## src/hdl/assert_macros.svh

```systemverilog
// Assertion macros shared by the downmix resampler RTL.
// Included by every module that carries concurrent assertions; no other dependencies.
`ifndef ASSERT_MACROS_SVH
`define ASSERT_MACROS_SVH

// Check that cons holds in the same cycle as ante.
`define ASSERT_IMPLY(name, ck, rs, ante, cons, msg) \
  name: assert property (@(posedge ck) disable iff (rs) (ante) |-> (cons)) else $error(msg);

// Check that cons holds in the cycle after ante.
`define ASSERT_NEXT(name, ck, rs, ante, cons, msg) \
  name: assert property (@(posedge ck) disable iff (rs) (ante) |=> (cons)) else $error(msg);

`endif

```

## src/hdl/pdnr_pkg.sv

```systemverilog
// Shared types and constants for the downmix nearest-neighbor resampler.
// Used by the divider, the top level and the testbench; no dependencies.
package pdnr_pkg;

  localparam int SAMPLE_W     = 16;
  localparam int RATE_W       = 17;
  localparam int CH_W         = 4;
  localparam int MAX_CH       = 8;
  localparam int CH_POS_W     = $clog2(MAX_CH);
  localparam int SUM_W        = 20;
  localparam int MAX_FRAMES   = 16384;
  localparam int FRAME_W      = $clog2(MAX_FRAMES + 1);
  localparam int HIST_DEPTH   = 16;
  localparam int HIST_AW      = $clog2(HIST_DEPTH);
  localparam int RESULT_LIMIT = 12;
  localparam int CNT_W        = $clog2(RESULT_LIMIT + 1);
  localparam int POS_W        = 34;
  localparam int DIV_W        = POS_W;
  localparam int STEP_W       = $clog2(DIV_W + 1);
  localparam int CFG_IDX_W    = 2;

  localparam logic [RATE_W-1:0] RST_INPUT_RATE    = RATE_W'(44100);
  localparam logic [RATE_W-1:0] RST_OUTPUT_RATE   = RATE_W'(44100);
  localparam logic [CH_W-1:0]   RST_CHANNEL_COUNT = CH_W'(2);

  typedef enum logic [CFG_IDX_W-1:0] {
    CFG_INPUT_RATE    = 2'd0,
    CFG_OUTPUT_RATE   = 2'd1,
    CFG_CHANNEL_COUNT = 2'd2
  } cfg_idx_t;

  typedef struct packed {
    logic signed [SAMPLE_W-1:0] sample_in;
    logic                       buffer_end;
  } in_item_t;

  typedef struct packed {
    logic signed [SAMPLE_W-1:0] sample_out;
    logic                       run_last;
  } out_item_t;

  typedef struct packed {
    logic              start;
    logic [DIV_W-1:0]  dividend;   // left aligned: the top 'steps' bits are divided
    logic [RATE_W-1:0] divisor;
    logic [STEP_W-1:0] steps;
  } div_req_t;

  typedef struct packed {
    logic              busy;
    logic              done;
    logic [DIV_W-1:0]  quotient;
    logic [RATE_W-1:0] remainder;
  } div_rsp_t;

  typedef enum logic [3:0] {
    S_IDLE,
    S_MONO_WAIT,
    S_FRAME,
    S_POS_WAIT,
    S_STEP_WAIT,
    S_EMIT_ADDR,
    S_EMIT_LOAD,
    S_SKIP_WAIT,
    S_END,
    S_FALL_ADDR,
    S_FALL_LOAD
  } state_t;

endpackage

```

## src/hdl/pcm_downmix_nearest_resampler.sv

```systemverilog
// Mono downmix and nearest-neighbor resampler, sequenced around one shared serial divider.
// Sequence: a sample that does not close a frame is simply accepted. A frame-closing sample runs
// a 20-step mono divide plus, when output is due, a position divide and a step divide, one
// result load per output and one more divide when results beyond twelve are skipped.
// The divider is the pacing unit; one request is in flight at a time.
// Reset (synchronous, active high) restores the rate and channel registers and clears the buffer.
`include "assert_macros.svh"

module pcm_downmix_nearest_resampler (
  input  logic                                clk,
  input  logic                                rst,
  input  logic                                in_valid,
  output logic                                in_ready,
  input  pdnr_pkg::in_item_t                  in_data,
  output logic                                out_valid,
  input  logic                                out_ready,
  output pdnr_pkg::out_item_t                 out_data,
  input  logic                                cfg_write,
  input  logic [pdnr_pkg::CFG_IDX_W-1:0]      cfg_index,
  input  logic [pdnr_pkg::RATE_W-1:0]         cfg_data
);

  // Configuration registers
  logic [pdnr_pkg::RATE_W-1:0]   input_rate;
  logic [pdnr_pkg::RATE_W-1:0]   output_rate;
  logic [pdnr_pkg::CH_W-1:0]     channel_count;

  // Buffer state
  pdnr_pkg::state_t              state;
  pdnr_pkg::state_t              state_next;
  logic signed [pdnr_pkg::SUM_W-1:0] channel_sum;
  logic [pdnr_pkg::CH_POS_W-1:0] channel_position;
  logic                          sum_neg;
  logic                          item_last;
  logic [pdnr_pkg::POS_W-1:0]    frame_bound;
  logic [pdnr_pkg::POS_W-1:0]    next_output_pos;
  logic [pdnr_pkg::FRAME_W-1:0]  frame_index;
  logic                          emitted_any;
  logic [pdnr_pkg::CNT_W-1:0]    result_count;

  // Source index tracking: next_output_pos / output_rate and input_rate / output_rate
  logic [pdnr_pkg::HIST_AW-1:0]  src_q;
  logic [pdnr_pkg::RATE_W-1:0]   src_r;
  logic [pdnr_pkg::HIST_AW-1:0]  step_q;
  logic [pdnr_pkg::RATE_W-1:0]   step_r;

  // Shared divider and history RAM
  pdnr_pkg::div_req_t            div_req;
  pdnr_pkg::div_rsp_t            div_rsp;
  logic                          ram_we;
  logic                          rd_zero;
  logic [pdnr_pkg::HIST_AW-1:0]  rd_addr;
  logic [pdnr_pkg::SAMPLE_W-1:0] rd_data;

  // Output register
  logic                          out_free;
  logic                          out_load;
  pdnr_pkg::out_item_t           out_next;
  logic                          clear_buf;

  // Combinational datapath
  logic                          in_fire;
  logic                          rates_ok;
  logic [pdnr_pkg::CH_W-1:0]     ch_eff;
  logic signed [pdnr_pkg::SUM_W-1:0] sum_next;
  logic [pdnr_pkg::SUM_W-1:0]    sum_mag;
  logic [pdnr_pkg::CH_W-1:0]     pos_inc;
  logic                          frame_done;
  logic                          frame_room;
  logic [pdnr_pkg::SAMPLE_W-1:0] mono_mag;
  logic [pdnr_pkg::SAMPLE_W-1:0] mono;
  logic [pdnr_pkg::POS_W-1:0]    fb_plus;
  logic [pdnr_pkg::POS_W:0]      nop_plus_in;
  logic                          due_frame;
  logic [pdnr_pkg::POS_W-1:0]    nop_n;
  logic [pdnr_pkg::POS_W:0]      nop_n_plus_in;
  logic                          due_n;
  logic [pdnr_pkg::RATE_W:0]     r_sum;
  logic                          wrap;
  logic [pdnr_pkg::RATE_W-1:0]   r_n;
  logic [pdnr_pkg::HIST_AW-1:0]  q_n;
  logic [pdnr_pkg::CNT_W-1:0]    count_n;
  logic                          more;
  logic                          fallback;

  pdnr_div u_div (
    .clk (clk),
    .rst (rst),
    .req (div_req),
    .rsp (div_rsp)
  );

  pdnr_ram #(
    .WIDTH (pdnr_pkg::SAMPLE_W),
    .DEPTH (pdnr_pkg::HIST_DEPTH)
  ) u_hist (
    .clk     (clk),
    .wr_en   (ram_we),
    .wr_addr (frame_index[pdnr_pkg::HIST_AW-1:0]),
    .wr_data (mono),
    .rd_addr (rd_addr),
    .rd_data (rd_data)
  );

  // Channel accumulation; channel counts above eight behave as eight
  assign in_fire    = in_valid && in_ready;
  assign rates_ok   = (input_rate != '0) && (output_rate != '0);
  assign ch_eff     = (channel_count > pdnr_pkg::CH_W'(pdnr_pkg::MAX_CH)) ?
                      pdnr_pkg::CH_W'(pdnr_pkg::MAX_CH) : channel_count;
  assign sum_next   = channel_sum + pdnr_pkg::SUM_W'(in_data.sample_in);
  assign sum_mag    = sum_next[pdnr_pkg::SUM_W-1] ? $unsigned(-sum_next) : $unsigned(sum_next);
  assign pos_inc    = pdnr_pkg::CH_W'(channel_position) + pdnr_pkg::CH_W'(1);
  assign frame_done = (ch_eff != '0) && (pos_inc >= ch_eff);
  assign frame_room = frame_index < pdnr_pkg::FRAME_W'(pdnr_pkg::MAX_FRAMES);

  // Mono sample: magnitude quotient with the sum's sign put back (truncates toward zero)
  assign mono_mag = div_rsp.quotient[pdnr_pkg::SAMPLE_W-1:0];
  assign mono     = sum_neg ? pdnr_pkg::SAMPLE_W'(-mono_mag) : mono_mag;

  // Output index is due while next_output_pos + input_rate <= frame_bound
  assign fb_plus       = frame_bound + pdnr_pkg::POS_W'(output_rate);
  assign nop_plus_in   = {1'b0, next_output_pos} + (pdnr_pkg::POS_W+1)'(input_rate);
  assign due_frame     = nop_plus_in <= {1'b0, fb_plus};
  assign nop_n         = nop_plus_in[pdnr_pkg::POS_W-1:0];
  assign nop_n_plus_in = {1'b0, nop_n} + (pdnr_pkg::POS_W+1)'(input_rate);
  assign due_n         = nop_n_plus_in <= {1'b0, frame_bound};

  // Advance the source index by input_rate / output_rate with one remainder correction
  assign r_sum   = {1'b0, src_r} + {1'b0, step_r};
  assign wrap    = r_sum >= {1'b0, output_rate};
  assign r_n     = wrap ? pdnr_pkg::RATE_W'(r_sum - {1'b0, output_rate}) :
                          r_sum[pdnr_pkg::RATE_W-1:0];
  assign q_n     = src_q + step_q + pdnr_pkg::HIST_AW'(wrap);
  assign count_n = result_count + pdnr_pkg::CNT_W'(1);
  assign more    = (count_n < pdnr_pkg::CNT_W'(pdnr_pkg::RESULT_LIMIT)) && due_n;

  // A buffer that took frames but emitted nothing repeats its first frame at its end, if both rates are nonzero
  assign fallback = !emitted_any && (frame_index != '0) && rates_ok;

  assign out_free = !out_valid || out_ready;
  assign rd_addr  = rd_zero ? '0 : src_q;

  // Next state
  always_comb begin
    state_next = state;
    unique case (state)
      pdnr_pkg::S_IDLE: begin
        if (in_fire) begin
          if (frame_done) begin
            state_next = pdnr_pkg::S_MONO_WAIT;
          end else if (in_data.buffer_end) begin
            state_next = pdnr_pkg::S_END;
          end
        end
      end
      pdnr_pkg::S_MONO_WAIT: begin
        if (div_rsp.done) begin
          state_next = pdnr_pkg::S_FRAME;
        end
      end
      pdnr_pkg::S_FRAME: begin
        if (frame_room && rates_ok && due_frame) begin
          state_next = pdnr_pkg::S_POS_WAIT;
        end else begin
          state_next = item_last ? pdnr_pkg::S_END : pdnr_pkg::S_IDLE;
        end
      end
      pdnr_pkg::S_POS_WAIT: begin
        if (div_rsp.done) begin
          state_next = pdnr_pkg::S_STEP_WAIT;
        end
      end
      pdnr_pkg::S_STEP_WAIT: begin
        if (div_rsp.done) begin
          state_next = pdnr_pkg::S_EMIT_ADDR;
        end
      end
      pdnr_pkg::S_EMIT_ADDR: begin
        state_next = pdnr_pkg::S_EMIT_LOAD;
      end
      pdnr_pkg::S_EMIT_LOAD: begin
        if (out_free) begin
          if (more) begin
            state_next = pdnr_pkg::S_EMIT_ADDR;
          end else if (due_n) begin
            state_next = pdnr_pkg::S_SKIP_WAIT;
          end else begin
            state_next = item_last ? pdnr_pkg::S_END : pdnr_pkg::S_IDLE;
          end
        end
      end
      pdnr_pkg::S_SKIP_WAIT: begin
        if (div_rsp.done) begin
          state_next = item_last ? pdnr_pkg::S_END : pdnr_pkg::S_IDLE;
        end
      end
      pdnr_pkg::S_END: begin
        state_next = fallback ? pdnr_pkg::S_FALL_ADDR : pdnr_pkg::S_IDLE;
      end
      pdnr_pkg::S_FALL_ADDR: begin
        state_next = pdnr_pkg::S_FALL_LOAD;
      end
      pdnr_pkg::S_FALL_LOAD: begin
        if (out_free) begin
          state_next = pdnr_pkg::S_IDLE;
        end
      end
      default: begin
        state_next = pdnr_pkg::S_IDLE;
      end
    endcase
  end

  // Sequencer outputs: divider requests, history access, result loads
  always_comb begin
    in_ready             = 1'b0;
    div_req              = '0;
    ram_we               = 1'b0;
    rd_zero              = 1'b0;
    out_load             = 1'b0;
    clear_buf            = 1'b0;
    out_next.sample_out  = rd_data;
    out_next.run_last    = 1'b1;
    unique case (state)
      pdnr_pkg::S_IDLE: begin
        in_ready = 1'b1;
        // Divide the channel sum magnitude by the channel count
        if (in_fire && frame_done) begin
          div_req.start    = 1'b1;
          div_req.dividend = pdnr_pkg::DIV_W'(sum_mag) << (pdnr_pkg::DIV_W - pdnr_pkg::SUM_W);
          div_req.divisor  = pdnr_pkg::RATE_W'(ch_eff);
          div_req.steps    = pdnr_pkg::STEP_W'(pdnr_pkg::SUM_W);
        end
      end
      pdnr_pkg::S_FRAME: begin
        ram_we = frame_room;
        // Source frame of the first due output: next_output_pos / output_rate
        if (frame_room && rates_ok && due_frame) begin
          div_req.start    = 1'b1;
          div_req.dividend = next_output_pos;
          div_req.divisor  = output_rate;
          div_req.steps    = pdnr_pkg::STEP_W'(pdnr_pkg::DIV_W);
        end
      end
      pdnr_pkg::S_POS_WAIT: begin
        // Per-output source step: input_rate / output_rate
        if (div_rsp.done) begin
          div_req.start    = 1'b1;
          div_req.dividend = pdnr_pkg::DIV_W'(input_rate) << (pdnr_pkg::DIV_W - pdnr_pkg::RATE_W);
          div_req.divisor  = output_rate;
          div_req.steps    = pdnr_pkg::STEP_W'(pdnr_pkg::RATE_W);
        end
      end
      pdnr_pkg::S_EMIT_LOAD: begin
        if (out_free) begin
          out_load          = 1'b1;
          out_next.run_last = !more;
          // Result limit hit with outputs still due: drop them, keep the position in step
          if (!more && due_n) begin
            div_req.start    = 1'b1;
            div_req.dividend = frame_bound - nop_n_plus_in[pdnr_pkg::POS_W-1:0];
            div_req.divisor  = input_rate;
            div_req.steps    = pdnr_pkg::STEP_W'(pdnr_pkg::DIV_W);
          end
        end
      end
      pdnr_pkg::S_END: begin
        clear_buf = !fallback;
      end
      pdnr_pkg::S_FALL_ADDR: begin
        rd_zero = 1'b1;
      end
      pdnr_pkg::S_FALL_LOAD: begin
        rd_zero   = 1'b1;
        out_load  = out_free;
        clear_buf = out_free;
      end
      default: begin
      end
    endcase
  end

  always_ff @(posedge clk) begin
    if (rst) begin
      state            <= pdnr_pkg::S_IDLE;
      input_rate       <= pdnr_pkg::RST_INPUT_RATE;
      output_rate      <= pdnr_pkg::RST_OUTPUT_RATE;
      channel_count    <= pdnr_pkg::RST_CHANNEL_COUNT;
      channel_sum      <= '0;
      channel_position <= '0;
      frame_bound      <= '0;
      next_output_pos  <= '0;
      frame_index      <= '0;
      emitted_any      <= 1'b0;
      result_count     <= '0;
      out_valid        <= 1'b0;
    end else begin
      state <= state_next;

      if (cfg_write) begin
        unique case (cfg_index)
          pdnr_pkg::CFG_INPUT_RATE:    input_rate    <= cfg_data;
          pdnr_pkg::CFG_OUTPUT_RATE:   output_rate   <= cfg_data;
          pdnr_pkg::CFG_CHANNEL_COUNT: channel_count <= cfg_data[pdnr_pkg::CH_W-1:0];
          default: begin
          end
        endcase
      end

      // Accumulate channels; drop samples when the channel count is zero
      if (in_fire && ch_eff != '0) begin
        if (frame_done) begin
          channel_sum      <= '0;
          channel_position <= '0;
        end else begin
          channel_sum      <= sum_next;
          channel_position <= pos_inc[pdnr_pkg::CH_POS_W-1:0];
        end
      end

      if (state == pdnr_pkg::S_FRAME) begin
        result_count <= '0;
        if (frame_room) begin
          frame_index <= frame_index + pdnr_pkg::FRAME_W'(1);
          if (rates_ok) begin
            frame_bound <= fb_plus;
          end
        end
      end

      if (state == pdnr_pkg::S_EMIT_LOAD && out_free) begin
        next_output_pos <= nop_n;
        result_count    <= count_n;
        emitted_any     <= 1'b1;
      end

      // Skip past the last due index: frame_bound minus the leftover remainder
      if (state == pdnr_pkg::S_SKIP_WAIT && div_rsp.done) begin
        next_output_pos <= frame_bound - pdnr_pkg::POS_W'(div_rsp.remainder);
      end

      if (out_load) begin
        out_valid <= 1'b1;
      end else if (out_ready) begin
        out_valid <= 1'b0;
      end

      if (clear_buf) begin
        channel_sum      <= '0;
        channel_position <= '0;
        frame_bound      <= '0;
        next_output_pos  <= '0;
        frame_index      <= '0;
        emitted_any      <= 1'b0;
      end
    end
  end

  // Payload registers
  always_ff @(posedge clk) begin
    if (in_fire) begin
      item_last <= in_data.buffer_end;
      sum_neg   <= sum_next[pdnr_pkg::SUM_W-1];
    end
    if (state == pdnr_pkg::S_POS_WAIT && div_rsp.done) begin
      src_q <= div_rsp.quotient[pdnr_pkg::HIST_AW-1:0];
      src_r <= div_rsp.remainder;
    end
    if (state == pdnr_pkg::S_STEP_WAIT && div_rsp.done) begin
      step_q <= div_rsp.quotient[pdnr_pkg::HIST_AW-1:0];
      step_r <= div_rsp.remainder;
    end
    if (state == pdnr_pkg::S_EMIT_LOAD && out_free) begin
      src_q <= q_n;
      src_r <= r_n;
    end
    if (out_load) begin
      out_data <= out_next;
    end
  end

  `ASSERT_IMPLY(a_no_overwrite, clk, rst, out_load, !out_valid || out_ready, "result overwritten")
  `ASSERT_IMPLY(a_count_limit, clk, rst, 1'b1, result_count <= pdnr_pkg::RESULT_LIMIT, "too many results")
  `ASSERT_IMPLY(a_emit_has_frame, clk, rst, emitted_any, frame_index != '0, "output without a frame")
  `ASSERT_IMPLY(a_wait_has_div, clk, rst, state == pdnr_pkg::S_MONO_WAIT || state == pdnr_pkg::S_POS_WAIT || state == pdnr_pkg::S_STEP_WAIT || state == pdnr_pkg::S_SKIP_WAIT, div_rsp.busy || div_rsp.done, "waiting on an idle divider")

endmodule

```

## src/hdl/pdnr_ram.sv

```systemverilog
// Generic single-port-write, single-port-read RAM with registered read data.
// Holds the mono history; no dependencies.
module pdnr_ram #(
  parameter int WIDTH = 16,
  parameter int DEPTH = 16
) (
  input  logic                     clk,
  input  logic                     wr_en,
  input  logic [$clog2(DEPTH)-1:0] wr_addr,
  input  logic [WIDTH-1:0]         wr_data,
  input  logic [$clog2(DEPTH)-1:0] rd_addr,
  output logic [WIDTH-1:0]         rd_data
);

  logic [WIDTH-1:0] mem [DEPTH];

  always_ff @(posedge clk) begin
    if (wr_en) begin
      mem[wr_addr] <= wr_data;
    end
    rd_data <= mem[rd_addr];
  end

endmodule

```

## src/hdl/pdnr_div.sv

```systemverilog
// Shared restoring divider, one quotient bit per cycle while busy.
// Depends on pdnr_pkg (request/response structs) and assert_macros.svh.
`include "assert_macros.svh"

module pdnr_div (
  input  logic               clk,
  input  logic               rst,
  input  pdnr_pkg::div_req_t req,
  output pdnr_pkg::div_rsp_t rsp
);

  logic                              busy;
  logic                              done;
  logic [pdnr_pkg::STEP_W-1:0]       cnt;
  logic [pdnr_pkg::DIV_W-1:0]        dvd;
  logic [pdnr_pkg::RATE_W-1:0]       rem;
  logic [pdnr_pkg::RATE_W-1:0]       dsr;
  logic [pdnr_pkg::RATE_W:0]         partial;
  logic [pdnr_pkg::RATE_W+1:0]       diff;
  logic                              ge;
  logic [pdnr_pkg::RATE_W-1:0]       rem_next;

  // Shift the next dividend bit into the partial remainder and trial-subtract.
  assign partial  = {rem, dvd[pdnr_pkg::DIV_W-1]};
  assign diff     = {1'b0, partial} - {2'b00, dsr};
  assign ge       = !diff[pdnr_pkg::RATE_W+1];
  assign rem_next = ge ? diff[pdnr_pkg::RATE_W-1:0] : partial[pdnr_pkg::RATE_W-1:0];

  always_ff @(posedge clk) begin
    if (rst) begin
      busy <= 1'b0;
      done <= 1'b0;
      cnt  <= '0;
    end else begin
      done <= 1'b0;
      if (req.start) begin
        busy <= 1'b1;
        cnt  <= req.steps;
      end else if (busy) begin
        cnt <= cnt - pdnr_pkg::STEP_W'(1);
        if (cnt == pdnr_pkg::STEP_W'(1)) begin
          busy <= 1'b0;
          done <= 1'b1;
        end
      end
    end
  end

  always_ff @(posedge clk) begin
    if (req.start) begin
      dvd <= req.dividend;
      rem <= '0;
      dsr <= req.divisor;
    end else if (busy) begin
      dvd <= {dvd[pdnr_pkg::DIV_W-2:0], ge};
      rem <= rem_next;
    end
  end

  assign rsp.busy      = busy;
  assign rsp.done      = done;
  assign rsp.quotient  = dvd;
  assign rsp.remainder = rem;

  `ASSERT_IMPLY(a_start_when_idle, clk, rst, req.start, !busy, "divider restarted while busy")
  `ASSERT_IMPLY(a_done_follows_busy, clk, rst, done, $past(busy), "done without a running divide")
  `ASSERT_IMPLY(a_rem_below_divisor, clk, rst, done && dsr != '0, rem < dsr, "remainder not reduced")

endmodule

```

## config.mk

```make
export PLATFORM = sky130hd
export DESIGN_NAME = pcm_downmix_nearest_resampler
export DESIGN_NICKNAME = d
export VERILOG_FILES = /design/src/hdl/pdnr_pkg.sv /design/src/hdl/pcm_downmix_nearest_resampler.sv /design/src/hdl/pdnr_ram.sv /design/src/hdl/pdnr_div.sv
export VERILOG_INCLUDE_DIRS = /design/src /design/src/hdl
export SDC_FILE = /design/constraint.sdc
export NUM_CORES = 1
export LEC_CHECK = 0
export ABC_CLOCK_PERIOD_IN_PS = 11200
export BUFFER_PORTS_ARGS = -buffer_cell sky130_fd_sc_hd__buf_2
export CAP_MARGIN = 20
export CORE_MARGIN = 10
export CORE_UTILIZATION = 65
export CTS_BUF_LIST = sky130_fd_sc_hd__clkbuf_8
export CTS_CLUSTER_SIZE = 14
export DETAILED_ROUTE_END_ITERATION = 8
export GPL_TIMING_DRIVEN = 1
export PLACE_DENSITY = 0.82
export SLEW_MARGIN = 20
export SYNTH_ARGS = -nofsm -noshare
export SYNTH_HDL_FRONTEND = slang
export SYNTH_SLANG_ARGS = --single-unit
```

## constraint.sdc

```tcl
create_clock -name clk -period 11.2 [get_ports clk]
set_input_delay 0 -clock clk [delete_from_list [all_inputs] [get_ports clk]]
set_output_delay 0 -clock clk [all_outputs]
set_load 0.01 [all_outputs]
```

==> results, run 1 <==
- The run finished with clean final reports.
- The worst register-to-register path begins at input_rate[0].
- The share of the clock period used by the worst path is 0.769.
- The register-to-register setup slack is 2.59 ns.
- The setup TNS is 0 ns.
- TritonCTS built the clock tree.
- The count of final hold-check violations is 0.
- The synthesis-to-layout area growth is 10.3%.
- The analysis attributes to net switching a power of around 2900 uW.
- The fill cell instance count of the final layout is 3535.
- No sink is reached through more buffers than the 3 on the longest clock path.
- The count of pins on the block boundary is 60.
- The share of total power dissipated in sequential elements is 0.390.
- The final setup violation count is 0.
- For the worst-skew pair, the clock arrives at the later sink with an insertion delay of 0.72 ns.
- OpenSTA, run right after detailed placement, puts the worst setup slack at around 2.8 ns.
- The clock-pin slew on the worst setup and hold paths is 0.06 ns.
- The flip-flop cell with the highest count after synthesis is sky130_fd_sc_hd__edfxtp_1.
- The largest individual stage delay along the critical path comes from the cell sky130_fd_sc_hd__buf_4.
- The buffer cell driving the clock tree root is sky130_fd_sc_hd__clkbuf_8.
- The worst min-delay path startpoint is in_data[16].
- STA classifies the critical path endpoint as a flop.
- The effective utilization at floorplan is 0.655.
- The number of antenna violations at the first check in global routing is 3.
- The number of sinks on the clock net is 563.
- Counting distinct cell types in the post-synthesis netlist gives 91.
- The minimum setup slack in the final design is between 2 and 3 ns.
- The share of synthesized registers carrying an async set or reset is 0.
- The switching share of total power is 0.378.
- The number of warning messages in the yosys log is 0.
- The die is around 250 um tall.
- Setup repair after global routing left no endpoint under its margin.
- The wire length of the first global-routing pass is around 160000 um.
- Hold timing on the final database bottoms out at a slack of slightly below 0.04 ns.
- The overall die area is around 62000 sq um.
- The part of the power in the clock network is 0.241.
- The flip-flop and latch area is roughly 15000 sq um.
- The detail route stage leaves a number of antenna-violating nets equal to 0.
- The number of global-route vias before repair was about 27k.
- The hold path endpoint is channel_sum[17].
- Counting every instance in the synthesized netlist gives 3358.
- The total power divided by cell area is 204 nW/um^2.
- The H-tree was split into 3 levels.
- The die is about 250 um wide.
- In the final design database the tool counted 3773 nets.
- Clock tree synthesis inserted a total of between 90 and 100 buffers.
- The worst setup path is of the reg2reg kind.
- The count of flip-flops with a built-in enable after synthesis is 368.
- For this run, the share of the core covered by cells in the final layout is 0.722.
- After legalization and detailed placement, the total HPWL measured between 70000 and 80000 um.
- Entering global routing, the biggest net connects 69 pins.
- The share of total power in combinational logic is 0.369.
- At the end of routability-driven placement, the weighted congestion stood at between 1 and 1.5.
- The total wirelength of the detailed-routed design is 104000 um.
- A synthesized cell averages just over 10 sq um.
- The max-slew violation count came to 0.
- The time the worst path needs with I/O delays and setup is 8.61 ns.
- Summed over all layers, the global routing overflow is 0.
- The number of max-capacitance violations reported is 0.
- Static timing analysis puts the maximum clock frequency at 0.116 GHz.
- The biggest fanout along the worst timing path is 68.
- In this run the static leakage power is between 0.01 and 0.015 uW.
- The total number of vias is about 28k.
- At the worst endpoint, the required time is roughly 12 ns.
- The count of TritonRoute iterations in the first routing pass is 8.
- The worst hold path was traced through 5 stages.
- The worst stage delay on the critical path is about 0.67 ns.
- Data on the critical path arrives at its endpoint at around 9.0 ns.
- The depth of the worst register-to-register path is 32.
- The area of the mapped netlist is around 34000 sq um.
- The endpoint identified for the worst register-to-register timing path is u_div.dvd[30].
- After floorplanning, the core was divided into between 80 and 90 placement rows.
- In this run the standard cell core region covers approximately 52000 sq um.
- The clock arrives with 0.0419 ns of skew.
- When the netlist entered floorplanning its net count stood at ~3.7k.
- The post-synthesis sequential area ratio is 0.435.
- The port buffer count is 59.
- In the routed design, unresolved DRC markers number 0.
- In the final routed layout, each cell accounts on average for around 25 um.
- The global-route total usage across every layer is 0.321.
- The starting DRC count in detailed routing is roughly 3.1k.
- Counting flops and latches in the post-synthesis netlist gives 563.
- The cell-internal power is approximately 4800 uW.
- Of the cells placed in the final design, the portion with a size suffix greater than 1 is 0.111.
- The worst setup path is launched from a flop.
- Headroom to the max-slew limit came out at 0.161.
- The multi-input combinational cells in the finished layout cover a total of 18200 sq um.
- At the pin with the least slew margin, the transition time is ~1.3 ns.
- The worst-case vdd ir drop is 0.145 mV.
- The number of gates resized after CTS is 0.
- The tightest min-delay check is of the in2reg type.
- Dividing the detail-routed via count by the number of cells gives between 6 and 7.
what timing repair did:
action,4_1_cts,5_1_grt
setup buffers,0,0
endpoints found under the hold margin,66,0
hold buffers,49,0
endpoints found under the setup margin,0,0
critical path: cells and delay by family (launching register included):
kind | cells | cell delay, ns
flip-flops | 1 | 0.48
adder cells (fa/ha/maj) | 4 | 1.28
XOR/XNOR | 2 | 0.50
AND/OR/NAND/NOR | 9 | 1.94
buffers and inverters | 3 | 0.88
AO/OA/AOI/OAI | 14 | 3.23
worst max-delay path by stage:
stage	startpoint	to	slack, ns	depth (start not counted)
2_1_floorplan	input_rate[0]	u_div.dsr[0]	4.20	28
6_report	input_rate[0]	u_div.dvd[30]	2.59	32
5_1_grt	input_rate[0]	u_div.dvd[30]	2.02	32
4_1_cts	input_rate[0]	u_div.dvd[30]	2.73	32
3_5_place_dp	input_rate[0]	u_div.dvd[30]	2.79	32
3_3_place_gp	input_rate[0]	u_div.dvd[30]	2.97	32
registers in the layout, indices dropped and copies added, names as in the netlist, 3 cells and up:
| name | count |
|---|---|
| channel_position | 3 |
| channel_sum | 20 |
| u_div.rem | 17 |
| channel_count | 4 |
| u_div.dsr | 17 |
| result_count | 4 |
| u_hist.rd_data | 16 |
| input_rate | 17 |
| step_q | 4 |
| u_div.dvd | 34 |
| state | 4 |
| frame_bound | 34 |
| u_hist.mem | 256 |
| src_q | 4 |
| step_r | 17 |
| u_div.cnt | 6 |
| next_output_pos | 34 |
| src_r | 17 |
| frame_index | 15 |
| out_data | 17 |
| output_rate | 17 |
power by group through the flow:
stage,clock network (uW),logic [uW],registers (uW)
after floorplan,0,1950,2960
after global placement,0,2580,3030
after detailed placement,0,2720,3050
after CTS,1870,2750,3010
after global routing,1960,3080,3040
final,1860,2860,3020
cell families (layout without fill, tap and decap cells):
logic type | count (synthesis) | count (layout) | synth area share
AO/OA/AOI/OAI | 808 | 808 | 0.161
flip-flops | 563 | 563 | 0.435
adder cells (fa/ha/maj) | 267 | 267 | 0.0997
buffers and inverters | 364 | 548 | 0.0413
multiplexers | 118 | 118 | 0.0584
other | 0 | 1 | 0
XOR/XNOR | 280 | 280 | 0.0714
AND/OR/NAND/NOR | 958 | 958 | 0.133
cells in the final DEF, fill, tap and decap left out, drive strengths merged, types with 30 or more instances in the layout:
master	synthesis	layout
a211oi	49	49
a21o	67	67
a21oi	237	237
a22oi	30	30
and3	30	30
buf	39	110
clkbuf	107	111
dfxtp	195	195
dlygate4sd3	0	49
edfxtp	368	368
ha	256	256
inv	214	249
mux2i	35	35
mux4	64	64
nand2	275	275
nand2b	36	36
nand3	108	108
nand4	35	35
nor2	250	250
nor2b	33	33
nor3	68	68
o21a	34	34
o21ai	114	114
o221ai	45	45
xnor2	199	199
xor2	81	81
synthesized netlist by cell type (all sizes together) (81+ instances only):
master  count  area (sq um)
a21oi     237          1190
xor2       81           709
nand3     108           546
dfxtp     195          3900
nor2      250           938
xnor2     199          1740
ha        256          3200
edfxtp    368         11100
nand2     275          1030
o21ai     114           582
clkbuf    107           403
inv       214           803
cell type report:
class | instances | share of cell area
well taps | 688 | 0.0227
clock inverters | 60 | 0.0104
flip-flops and latches | 563 | 0.395
multi-input cells | 2431 | 0.479
clock buffers | 111 | 0.0403
repair buffers | 159 | 0.0310
diodes | 1 | 0.0000661
inverters | 218 | 0.0216
metrics by stage:
stage | instances | area [sq um] | total power (uW)
floorplan | 3358 | 34300 | 4910
global placement | 4009 | 35400 | 5610
detailed placement | 4009 | 35400 | 5770
CTS | 4229 | 37800 | 7630
global route | 4231 | 37900 | 8080
finish | 4231 | 37900 | 7740
metal layers:
| layer | wire length (um) | part of all wire | vias to the layer above | track usage |
|---|---|---|---|---|
| met5 | 7 | 0.000067 | - | 0 |
| met4 | 6590 | 0.063 | 2 | 0.184 |
| met3 | 9380 | 0.090 | 408 | 0.0544 |
| met2 | 49600 | 0.48 | 1669 | 0.533 |
| met1 | 38700 | 0.37 | 13400 | 0.391 |
| li1 | - | - | 12600 | - |
Note: power is estimated with default switching activity, not from simulation.
==> inputs of run 2 (changes only) <==
- ABC_CLOCK_PERIOD_IN_PS: 11200 -> 8060
- clock period: 11.2 -> 8.06 ns (I/O delays scaled with it)
==> results, run 2 (synthesized netlist as in run 1, its figures left out) <==
- The number of antenna violations at the first check in global routing is 2 (-1).
- The count of pins on the block boundary is 60 (unchanged).
- The remaining antenna violation count is 0 (unchanged).
- The largest net degree at the start of global routing was 76 (+10%).
- The largest buffer count on any clock path came to 3 (unchanged).
- The total grt overflow is 0 (unchanged).
- The share of the clock period used by the worst path is 0.931 (+0.162).
- The required time of the worst setup path was 8.48 ns (-3.15 ns).
- The placeable core region is 52400 sq um (unchanged).
- The setup TNS was 0 ns (unchanged).
- The library cell used most frequently in the layout, excluding fill and tap cells, is sky130_fd_sc_hd__edfxtp_1.
- The share of total power in combinational logic was 0.378 (+0.009).
- The tightest min-delay check is of the in2reg type.
- The switching share of total power is 0.382 (+0.00358).
- Relative to the synthesized area, the layout overhead comes to 10.5%.
- The flip-flop and latch area is 15000 sq um (unchanged).
- The vertical die dimension is 250 um (unchanged).
- The TritonCTS clock tree is yes.
- The total wirelength of the detailed-routed design is 106000 um (+1.4%).
- The final net count is 3796 (+0.61%).
- The flip-flop count of the largest register after layout was 256 (unchanged).
- The detail-routed via count per cell came to 6.63 (about the same).
- The critical path's slowest cell is sky130_fd_sc_hd__a2111oi_0.
- The remaining max-slew budget at the tightest pin is 0.168 (+0.00671).
- The starting DRC count in detailed routing is 3076 (-1.8%).
- The count of unresolved DRC violations after routing is 0 (unchanged).
- The max-slew violation count was 0 (unchanged).
- The total number of vias is 28.2k (+0.44%).
- The category of the critical setup timing path is reg2reg.
- The worst slack after detailed placement is 0.487 ns (-2.31 ns).
- The worst stage delay on the critical path is 0.63 ns (-0.04 ns).
- The effective utilization at floorplan was 0.655 (unchanged).
- The transition time of the tightest slew-check pin is 1.24 ns (-0.0100 ns).
- The number of placement rows is 84 (unchanged).
- The cell sitting at the root of the clock tree is a sky130_fd_sc_hd__clkbuf_8.
- The biggest fanout along the worst timing path is 53 (-22%).
- The data arrival time of the critical path is 7.92 ns (-1.12 ns).
- The post-DP HPWL was 76000 um (+2.6%).
- The largest register by flop count is u_hist.mem.
- The global placement routability congestion is 1.01 (about the same).
- The power share of the sequential group came to 0.398 (+0.008).
- The cell family contributing the most delay on the critical path is compound AO/OA/AOI/OAI gates.
- The horizontal die dimension is 250 um (unchanged).
- The part of the power in the clock network came to 0.225 (-0.016).
- The number of CTS-inserted buffers was 87 (-5.4%).
- The cell-internal power is 6510 uW (+35%).
- The overall die area is 62400 sq um (unchanged).
- The final setup violation count is 0 (unchanged).
- The worst-case vdd ir drop is 0.228 mV (+57%).
- The clock-pin slew on the worst setup and hold paths is 0.06 ns (about the same).
- The critical path startpoint category is a flop.
- Setup repair after global routing left no endpoint under its margin.
- The post-CTS setup-driven buffer insertion count is 0 (unchanged).
- The port buffer count came to 59 (unchanged).
- The leakage power is 0.0149 uW (+0.51%).
- The global-route total usage across every layer was 0.330 (+0.00877).
- The time the worst path needs with I/O delays and setup is 7.50 ns (-1.11 ns).
- The clock network latency to the later pin of the worst-skew pair was 0.73 ns (about the same).
- The power spent charging and discharging nets is 4020 uW (+37%).
- The total power divided by cell area was 278 nW/um^2 (+36%).
- The wire length of the first global-routing pass came to 161000 um (+2.6%).
- The area of combinational cells with multiple inputs came to 18200 sq um (about the same).
- The sum of buffers and inverters on the critical path is 2 (-1).
- The minimum setup slack in the final design is 0.559 ns (-2.03 ns).
- The total inserted antenna cells is 0 (-1).
- The fill cell instance count of the final layout is 3611 (+2.1%).
- The number of sinks on the clock net is 563 (unchanged).
- The highest attainable clock frequency is 0.133 GHz (+15%).
- The count of TritonRoute iterations in the first routing pass was 6 (-2).
- The number of max-capacitance violations reported is 0 (unchanged).
- The count of final hold-check violations is 0 (unchanged).
- The run finished with clean final reports.
- The top cell types in the final layout, fill and taps aside, are 368 x sky130_fd_sc_hd__edfxtp_1, 275 x sky130_fd_sc_hd__nand2_1, 258 x sky130_fd_sc_hd__inv_1, 256 x sky130_fd_sc_hd__ha_1, 248 x sky130_fd_sc_hd__nor2_1.
- The share of cells above drive strength 1 is 0.115 (+0.00327).
- The worst setup path is captured at a flop.
- The H-tree level count is 3 (unchanged).
- The per-cell routed wire length is 24.9 um (+0.88%).
- Counting stages on the worst path, the most repeated cell is sky130_fd_sc_hd__ha_1.
- The worst clock skew was 0.0395 ns (-0.00247 ns).
- The number of global-route vias before repair is 27.8k (+2.4%).
-- run 2: cell types whose count changed in the layout (fill, tap and decap cells not counted), sizes merged, moves of 3 or more --
cell	delta
buf	+22
clkbuf	-12
clkinv	-5
dlygate4sd3	+6
inv	+12
bufinv	-3
-- run 2: stage by stage --
step	cells	area (sq um)	total power, uW	hold slack (ns)	utilization
detailed placement	4031	35600	8030	0.226	0.678
floorplan	3358	34300	6820	0.0989	-
finish	4251	37900	10500	0.0428	0.723
CTS	4250	37800	10400	0.000384	0.721
global route	4251	37900	11000	0.0989	0.723
global placement	4029	35500	7850	0.220	0.677
-- run 2: layout make-up --
| type | count | area share |
|---|---|---|
| Clock buffer | 99 | 0.0359 |
| Multi-Input combinational cell | 2431 | 0.479 |
| Timing Repair Buffer | 187 | 0.0374 |
| Sequential cell | 563 | 0.394 |
| Inverter | 218 | 0.0216 |
| Clock inverter | 65 | 0.00947 |
| Tap cell | 688 | 0.0227 |
-- run 2: worst min-delay path, stage by stage --
cell	delay, ns
sky130_fd_sc_hd__buf_2	0.09
sky130_fd_sc_hd__ha_1	0.22
sky130_fd_sc_hd__xnor2_1	0.18
sky130_fd_sc_hd__a22oi_1	0.17
sky130_fd_sc_hd__nor2_1	0.05
-- run 2: what timing repair did --
item                       in CTS  in global routing
setup endpoints to repair       0                107
resized for setup               0                  6
hold buffers                   55                  0
hold endpoints to repair       67                  0
-- run 2: power by group through the flow --
stage          combinational, uW  sequential, uW  clock [uW]
3_3_place_gp                3640            4210           0
2_1_floorplan               2700            4110           0
6_report                    3980            4190        2370
4_1_cts                     3840            4170        2380
3_5_place_dp                3800            4230           0
5_1_grt                     4320            4220        2500
-- run 2: path summary, 6_finish.rpt --
check | start | end | slack (ns) | cells past startpoint
worst min register to register | u_hist.rd_data[9] | out_data[10] | 0.40 | 0
worst max register to register | input_rate[0] | u_div.dvd[1] | 0.56 | 26
worst max-delay path | input_rate[0] | u_div.dvd[1] | 0.56 | 26
worst min-delay path | in_data[8] | channel_sum[7] | 0.04 | 5
-- run 2: metal layers --
metal / up-vias / GRT usage / part of all wire
li1: 12700 / - / -
met1: 13400 / 0.396 / 0.36
met5: - / 0 / 0.000085
met2: 1674 / 0.550 / 0.48
met3: 398 / 0.0657 / 0.10
met4: 2 / 0.183 / 0.061
